$ cat config.mk
export PLATFORM = sky130hd
export DESIGN_NAME = int_to_decimal_ascii_flat
export DESIGN_NICKNAME = d
export VERILOG_FILES = /design/src/rtl/i2da_pkg.sv /design/src/rtl/i2da_if.sv /design/src/rtl/int_to_decimal_ascii.sv /design/src/rtl/i2da_dabble.sv /design/src/rtl/i2da_serializer.sv /design/src/flat_wrapper.sv
export SDC_FILE = /design/constraint.sdc
export NUM_CORES = 1
export LEC_CHECK = 0
export ABC_AREA = 1
export BUFFER_PORTS_ARGS = -buffer_cell sky130_fd_sc_hd__buf_2
export CORE_ASPECT_RATIO = 1.5
export CORE_MARGIN = 2
export CORE_UTILIZATION = 62
export CTS_CLUSTER_SIZE = 14
export DETAILED_ROUTE_END_ITERATION = 7
export PLACE_DENSITY = 0.8
export SKIP_LAST_GASP = 1
export SLEW_MARGIN = 20
export SYNTH_ARGS = -nofsm -noshare
export SYNTH_HDL_FRONTEND = slang
export SYNTH_SLANG_ARGS = --single-unit
$ cat constraint.sdc
create_clock -name clk -period 10.8 [get_ports clk]
set_input_delay 2.16 -clock clk [delete_from_list [all_inputs] [get_ports clk]]
set_output_delay 2.16 -clock clk [all_outputs]
set_load 0.05 [all_outputs]
$ cat src/rtl/i2da_pkg.sv
// Shared constants and elaboration helpers for the integer to decimal ASCII converter.
// Depends on nothing; every other file of the block imports it.
package i2da_pkg;

	localparam int VALUE_BITS_DEF = 32;
	localparam int CHAR_W = 7;
	localparam int BITS_PER_STAGE = 8;
	localparam logic [CHAR_W-1:0] ASCII_ZERO = 7'd48;
	localparam logic [CHAR_W-1:0] ASCII_NINE = 7'd57;
	localparam logic [CHAR_W-1:0] ASCII_MINUS = 7'd45;

	// Number of decimal digits in the largest magnitude, 2^(bits-1).
	function automatic int dec_digits(input int bits);
		logic [64:0] p;
		int n;
		begin
			p = 65'd1 << (bits - 1);
			n = 0;
			while (p != 65'd0) begin
				p = p / 65'd10;
				n = n + 1;
			end
			return n;
		end
	endfunction

	function automatic int idx_width(input int depth);
		begin
			return (depth > 1) ? $clog2(depth) : 1;
		end
	endfunction

endpackage

$ cat src/rtl/i2da_if.sv
// Valid/ready channel interfaces of the converter: the integer item and the character item.
// Depends on i2da_pkg.
interface i2da_value_if #(
	parameter int VALUE_BITS = i2da_pkg::VALUE_BITS_DEF
);
	logic valid;
	logic ready;
	logic signed [VALUE_BITS-1:0] value;

	modport source (output valid, output value, input ready);
	modport sink (input valid, input value, output ready);
endinterface

interface i2da_char_if;
	import i2da_pkg::*;

	logic valid;
	logic ready;
	logic [CHAR_W-1:0] character;
	logic last;

	modport source (output valid, output character, output last, input ready);
	modport sink (input valid, input character, input last, output ready);
endinterface

$ cat src/rtl/int_to_decimal_ascii.sv
// Signed integer to decimal ASCII text converter. Each integer item leaves as a run of
// characters, most significant first, with a leading minus for negative values and the
// last flag on the final digit. The conversion pipeline takes 1 + ceil(VALUE_BITS/8)
// register stages (five at 32 bits) and accepts a new integer every cycle unless a stall
// downstream holds it back; the serializer loads one number, emits its characters one at
// a time through the single-character output port and takes the next number only once
// it has emitted the final one. Depends on i2da_pkg, i2da_if, i2da_dabble, i2da_serializer.
module int_to_decimal_ascii #(
	parameter int VALUE_BITS = i2da_pkg::VALUE_BITS_DEF
) (
	input logic          clk,
	input logic          arst_n,
	i2da_value_if.sink   operand,
	i2da_char_if.source  text
);
	import i2da_pkg::*;

	localparam int DIGITS = dec_digits(VALUE_BITS);
	localparam int BCD_W = 4 * DIGITS;
	localparam int NST = (VALUE_BITS + BITS_PER_STAGE - 1) / BITS_PER_STAGE;

	logic [NST:0] valid_c;
	logic [NST:0] ready_c;
	logic [NST:0] neg_c;
	logic [NST:0][VALUE_BITS-1:0] bin_c;
	logic [NST:0][BCD_W-1:0] bcd_c;

	logic valid_s1;
	logic neg_s1;
	logic [VALUE_BITS-1:0] mag_s1;

	assign operand.ready = !valid_s1 || ready_c[0];

	always_ff @(posedge clk or negedge arst_n) begin
		if (!arst_n) begin
			valid_s1 <= 1'b0;
		end else if (operand.ready) begin
			valid_s1 <= operand.valid;
		end
	end

	always_ff @(posedge clk) begin
		if (operand.valid && operand.ready) begin
			neg_s1 <= operand.value[VALUE_BITS-1];
			mag_s1 <= operand.value[VALUE_BITS-1] ? (~operand.value + 1'b1) : operand.value;
		end
	end

	assign valid_c[0] = valid_s1;
	assign neg_c[0] = neg_s1;
	assign bin_c[0] = mag_s1;
	assign bcd_c[0] = '0;

	for (genvar j = 0; j < NST; j++) begin : g_stage
		localparam int REM = VALUE_BITS - j * BITS_PER_STAGE;
		localparam int STEPS = (REM > BITS_PER_STAGE) ? BITS_PER_STAGE : REM;

		i2da_dabble #(
			.VALUE_BITS (VALUE_BITS),
			.DIGITS     (DIGITS),
			.STEPS      (STEPS)
		) u_dabble (
			.clk      (clk),
			.arst_n   (arst_n),
			.up_valid (valid_c[j]),
			.up_ready (ready_c[j]),
			.up_bin   (bin_c[j]),
			.up_bcd   (bcd_c[j]),
			.up_neg   (neg_c[j]),
			.dn_valid (valid_c[j+1]),
			.dn_ready (ready_c[j+1]),
			.dn_bin   (bin_c[j+1]),
			.dn_bcd   (bcd_c[j+1]),
			.dn_neg   (neg_c[j+1])
		);
	end

	i2da_serializer #(
		.DIGITS (DIGITS)
	) u_serializer (
		.clk      (clk),
		.arst_n   (arst_n),
		.up_valid (valid_c[NST]),
		.up_ready (ready_c[NST]),
		.up_bcd   (bcd_c[NST]),
		.up_neg   (neg_c[NST]),
		.text     (text)
	);

endmodule

$ cat src/rtl/i2da_dabble.sv
// One register stage of the binary to BCD conversion: STEPS shift-and-add-three steps, at most BITS_PER_STAGE (8).
// Depends on i2da_pkg.
module i2da_dabble #(
	parameter int VALUE_BITS = i2da_pkg::VALUE_BITS_DEF,
	parameter int DIGITS = i2da_pkg::dec_digits(i2da_pkg::VALUE_BITS_DEF),
	parameter int STEPS = i2da_pkg::BITS_PER_STAGE
) (
	input  logic                  clk,
	input  logic                  arst_n,
	input  logic                  up_valid,
	output logic                  up_ready,
	input  logic [VALUE_BITS-1:0] up_bin,
	input  logic [4*DIGITS-1:0]   up_bcd,
	input  logic                  up_neg,
	output logic                  dn_valid,
	input  logic                  dn_ready,
	output logic [VALUE_BITS-1:0] dn_bin,
	output logic [4*DIGITS-1:0]   dn_bcd,
	output logic                  dn_neg
);
	import i2da_pkg::*;

	localparam int BCD_W = 4 * DIGITS;

	logic valid_q;
	logic neg_q;
	logic [VALUE_BITS-1:0] bin_q;
	logic [BCD_W-1:0] bcd_q;
	logic [VALUE_BITS-1:0] bin_n;
	logic [BCD_W-1:0] bcd_n;

	always_comb begin
		bin_n = up_bin;
		bcd_n = up_bcd;
		for (int s = 0; s < STEPS; s++) begin
			for (int k = 0; k < DIGITS; k++) begin
				if (bcd_n[4*k +: 4] >= 4'd5) begin
					bcd_n[4*k +: 4] = bcd_n[4*k +: 4] + 4'd3;
				end
			end
			bcd_n = {bcd_n[BCD_W-2:0], bin_n[VALUE_BITS-1]};
			bin_n = {bin_n[VALUE_BITS-2:0], 1'b0};
		end
	end

	assign up_ready = !valid_q || dn_ready;

	always_ff @(posedge clk or negedge arst_n) begin
		if (!arst_n) begin
			valid_q <= 1'b0;
		end else if (up_ready) begin
			valid_q <= up_valid;
		end
	end

	always_ff @(posedge clk) begin
		if (up_valid && up_ready) begin
			bin_q <= bin_n;
			bcd_q <= bcd_n;
			neg_q <= up_neg;
		end
	end

	assign dn_valid = valid_q;
	assign dn_bin = bin_q;
	assign dn_bcd = bcd_q;
	assign dn_neg = neg_q;

endmodule

$ cat src/rtl/i2da_serializer.sv
// Emits sign and significant BCD digits of a number as ASCII, one per cycle unless stalled.
// Depends on i2da_pkg and the character interface in i2da_if.
module i2da_serializer #(
	parameter int DIGITS = i2da_pkg::dec_digits(i2da_pkg::VALUE_BITS_DEF)
) (
	input  logic                clk,
	input  logic                arst_n,
	input  logic                up_valid,
	output logic                up_ready,
	input  logic [4*DIGITS-1:0] up_bcd,
	input  logic                up_neg,
	i2da_char_if.source         text
);
	import i2da_pkg::*;

	localparam int IDX_W = idx_width(DIGITS);

	logic busy_q;
	logic neg_q;
	logic [IDX_W-1:0] idx_q;
	logic [4*DIGITS-1:0] bcd_q;
	logic [IDX_W-1:0] top_idx;
	logic advance;

	always_comb begin
		top_idx = '0;
		for (int i = 0; i < DIGITS; i++) begin
			if (up_bcd[4*i +: 4] != 4'd0) begin
				top_idx = IDX_W'(i);
			end
		end
	end

	assign up_ready = !busy_q;
	assign advance = !text.valid || text.ready;

	always_ff @(posedge clk or negedge arst_n) begin
		if (!arst_n) begin
			busy_q <= 1'b0;
			neg_q <= 1'b0;
			text.valid <= 1'b0;
		end else begin
			if (!busy_q) begin
				if (up_valid) begin
					busy_q <= 1'b1;
					neg_q <= up_neg;
				end
			end else if (advance) begin
				if (neg_q) begin
					neg_q <= 1'b0;
				end else if (idx_q == '0) begin
					busy_q <= 1'b0;
				end
			end
			if (advance) begin
				text.valid <= busy_q;
			end
		end
	end

	always_ff @(posedge clk) begin
		if (!busy_q && up_valid) begin
			bcd_q <= up_bcd;
			idx_q <= top_idx;
		end else if (busy_q && advance) begin
			if (neg_q) begin
				text.character <= ASCII_MINUS;
				text.last <= 1'b0;
			end else begin
				text.character <= ASCII_ZERO + {3'd0, bcd_q[4*idx_q +: 4]};
				text.last <= (idx_q == '0);
				if (idx_q != '0) begin
					idx_q <= idx_q - 1'b1;
				end
			end
		end
	end

	a_char_legal: assert property (@(posedge clk) disable iff (!arst_n)
		text.valid |-> (text.character == ASCII_MINUS) ||
			((text.character >= ASCII_ZERO) && (text.character <= ASCII_NINE)))
		else $error("Character outside the digit and sign set.");

	a_minus_not_last: assert property (@(posedge clk) disable iff (!arst_n)
		(text.valid && (text.character == ASCII_MINUS)) |-> !text.last)
		else $error("Minus sign marked as the final character.");

	a_sign_while_busy: assert property (@(posedge clk) disable iff (!arst_n)
		neg_q |-> busy_q)
		else $error("Sign pending with no number in progress.");

	a_accept_starts: assert property (@(posedge clk) disable iff (!arst_n)
		(up_valid && up_ready) |=> (busy_q && (idx_q <= IDX_W'(DIGITS - 1))))
		else $error("Accepted number did not start emission.");

endmodule

$ cat src/flat_wrapper.sv
// flat-port wrapper written by rule: the top's interface ports become plain ports
module int_to_decimal_ascii_flat import i2da_pkg::*;
#(
	parameter int VALUE_BITS = i2da_pkg::VALUE_BITS_DEF
)
  (clk, arst_n, operand_valid, operand_value, operand_ready, text_valid, text_character, text_last, text_ready);
  i2da_value_if #(.VALUE_BITS(VALUE_BITS)) operand_i ();
  i2da_char_if text_i ();
  input logic clk;
  input logic arst_n;
  input wire logic [$bits(operand_i.valid)-1:0] operand_valid;
  input wire logic [$bits(operand_i.value)-1:0] operand_value;
  output wire logic [$bits(operand_i.ready)-1:0] operand_ready;
  output wire logic [$bits(text_i.valid)-1:0] text_valid;
  output wire logic [$bits(text_i.character)-1:0] text_character;
  output wire logic [$bits(text_i.last)-1:0] text_last;
  input wire logic [$bits(text_i.ready)-1:0] text_ready;
  assign operand_i.valid = operand_valid;
  assign operand_i.value = operand_value;
  assign operand_ready = operand_i.ready;
  assign text_valid = text_i.valid;
  assign text_character = text_i.character;
  assign text_last = text_i.last;
  assign text_i.ready = text_ready;
  int_to_decimal_ascii #(.VALUE_BITS(VALUE_BITS)) u_core (.clk(clk), .arst_n(arst_n), .operand(operand_i), .text(text_i));
endmodule
==> results.toml <==
[floorplan]
fp.dieH_um = 249
die_w_um = 167
die_area_mm2 = 0.0416
coreArea_mm2 = 0.0393
io_pins = 46
initial_core_util = 0.630
rows = 89

[detailed_routing]
met3_length_um = 953
met1_length_um = 17200
via_per_inst = 5.39
drcViolationCount = 1
postRouteWirelength_um = 48400
vias = 21700
antenna_left = 0
wire_per_inst_um = 12.0
wl_met2_um = 28800
firstDrtPassIters = 8
drt_iter0_drc = 849
routed.top_layer = "met4"

[placed_design]
gp_congestion = 0.830
dpl.hpwl_um = 39600
portBuffers = 43
place_ws_ns = 4.81
dp.cells = 3982

[sta]
period_share = 0.554
finalSetupViolCount = 0
setup_tns_ns = 0
fin_skew_ns = 0.0170
worst_slack_ns = 4.82
worstMarginPinSlew_ns = 1.02
slew_viol_final = 0
slew_headroom = 0.319
fmax_ghz = 0.167
finalHoldViolCount = 0
rsz0062_at_grt = "false"
final.min_clock_period_ns = 5.98

[global_routing]
track_usage = 0.234
grt_max_degree = 46
grt_pass1_vias = 21900
grt_pass1_wl_um = 86400
antenna_found_initial = 0
grt_overflow = 0

[clock_network]
post_cts_resized = 0
clk_latency_ns = 0.56
clock_sinks = 245
cts.htree.levels = 1
post_cts_buffers = 0
root_buffer = "clkbuf_16"
cts_tree = "yes"
cts-buffers-inserted = 25
cts_max_path_buffers = 3
clk_pin_slew_worst_paths_ns = 0.07
hold_buffers = 0

[synth]
ys_top_cells_by_area = "edfxtp_1, nand2_1, inv_1, ha_1, nand3_1"
yosys_warnings = 0
yosysSeqAreaShare = 0.296
synth_compound_area_frac = 0.0802
synth.top_cell.area_share = 0.288
synth_edf_count = 237
synth_flop_cell = "edfxtp_1"
synth_xor_area_frac = 0.0440
mappedNetlistArea_mm2 = 0.0247
synth_most_common_cell = "nand2_1"
netlist_top_cells_count = "nand2_1, inv_1, nand3_1"
synth_seq_cells = 245
syn-num-nets = 3617
synth_cell_types = 58
async_reset_ff_frac = 0.0327
yosys.area.top_type = "edfxtp_1"
yosys.area_share.simple = 0.415
synth_top_family_by_area = "simple AND/OR/NAND/NOR gates"
avgSynthCellArea_um2 = 7.19
synth_cells = 3443
synth_mux_area_frac = 0.00121
synth-adder-area-share = 0.0698

[cells_and_area]
antenna_cells = 0
fin_cells = 4029
drive_gt1_frac = 0.181
syn_to_final_growth_pct = 7.09
fin_util = 0.674
nets = 3684

[worst_setup_path]
critPathKind = "reg -> reg"
slowest_stage = "edfxtp_1"
crit_required_ns = 11.11
worstSetupStartpointType = "register"
cp_top_family = "simple AND/OR/NAND/NOR gates"
ff2ff_path_depth = 39
critical_path.max_fanout = 5
endpoint_kind = "register"
worst-path-stages = 39
critPathBufInv = 7
crit_arrival_ns = 6.29
max_stage_delay_ns = 0.43

[min_path]
whs_path_depth = 0
hold_class = "reg -> reg"

[job]
cap_violations = 0

[status]
violations = "DRC"
status = "finished with violations"
[routing by layer]
| metal | vias up | track usage |
|---|---|---|
| met1 | 10000 | 0.208 |
| met3 | 110 | 0.0201 |
| met4 | 0 | 0.0855 |
| met5 | - | 0 |
| li1 | 11400 | - |
| met2 | 255 | 0.518 |
[logic make-up after synthesis]
| group | after synthesis |
|---|---|
| other | 2 |
| AOI/OAI and AO/OA | 301 |
| adders and majority gates | 138 |
| xor gates and xnor gates | 105 |
| buffers and inverters | 614 |
| DFF | 245 |
| and+or+nand+nor | 2035 |
| muxes | 3 |
[sequential cells by signal (all words and copies together), names as in the netlist]
| name | flops |
|---|---|
| u_core.u_serializer.text.character | 5 |
| u_core.u_serializer.idx_q | 4 |
| u_core.g_stage.u_dabble.dn_valid | 4 |
| u_core.g_stage.u_dabble.dn_neg | 4 |
| u_core.valid_s1 | 1 |
| u_core.mag_s1 | 32 |
| u_core.u_serializer.text.last | 1 |
| u_core.u_serializer.neg_q | 1 |
| u_core.u_serializer.text.valid | 1 |
| u_core.g_stage.u_dabble.dn_bin | 48 |
| u_core.neg_s1 | 1 |
| u_core.g_stage.u_dabble.dn_bcd | 102 |
| u_core.u_serializer.busy_q | 1 |
| u_core.u_serializer.bcd_q | 40 |
[layout by cell type, fill, tap and decap left out, drive strengths merged, types with 2 or more instances in the layout]
cell       n
xor2      86
nor3      11
buf       49
clkinv    11
xnor2     19
clkbuf    36
bufinv     2
o31ai      3
conb       2
nor2      92
a31oi      2
a31o       5
edfxtp   237
o21ai    170
nor4       9
and2      35
nand3    433
mux2i      3
dfrtp      8
inv      601
a21o      28
a21boi     5
nand3b    26
ha       138
o211ai    11
o22ai      9
o21bai     9
o21a       2
or2       10
o221ai     5
a21oi     47
nand4    102
nand2   1315
[worst paths after layout]
| check | startpoint | to | slack, ns |
|---|---|---|---|
| min | u_core.g_stage[0].u_dabble.dn_bin[11]$_DFFE_PP_ | u_core.g_stage[1].u_dabble.dn_bin[19]$_DFFE_PP_ | 0.41 |
| max in group asynchronous | arst_n | u_core.g_stage[1].u_dabble.dn_valid$_DFFE_PN0P_ | 9.13 |
| max reg2reg | u_core.g_stage[0].u_dabble.dn_bcd[4]$_DFFE_PP_ | u_core.g_stage[1].u_dabble.dn_bcd[17]$_DFFE_PP_ | 4.82 |
| min reg2reg | u_core.g_stage[0].u_dabble.dn_bin[11]$_DFFE_PP_ | u_core.g_stage[1].u_dabble.dn_bin[19]$_DFFE_PP_ | 0.41 |
| max | u_core.g_stage[0].u_dabble.dn_bcd[4]$_DFFE_PP_ | u_core.g_stage[1].u_dabble.dn_bcd[17]$_DFFE_PP_ | 4.82 |
| min in group asynchronous | arst_n | u_core.g_stage[2].u_dabble.dn_valid$_DFFE_PN0P_ | 1.45 |
[per-stage QoR]
| stage | hold WS [ns] | cell area [µm²] |
|---|---|---|
| 2_1_floorplan | 0.400 | 24700 |
| 3_5_place_dp | 0.405 | 25600 |
| 4_1_cts | 0.410 | 26500 |
| 5_1_grt | 0.417 | 26500 |
| 6_report | 0.410 | 26500 |
| 3_3_place_gp | 0.400 | 25600 |
[final cells by class]
type,instances,area [µm²]
flip-flops and latches,245,7320
fillers,3212,12800
multi-input cells,2584,15200
clock inverters,10,139
inverters,605,2270
well taps,500,626
clock buffers,36,717
repair buffers,49,280
Power is left out: the tool's default activity adds up to more than one toggle a clock period on the data nets, which glitch-free logic cannot reach.
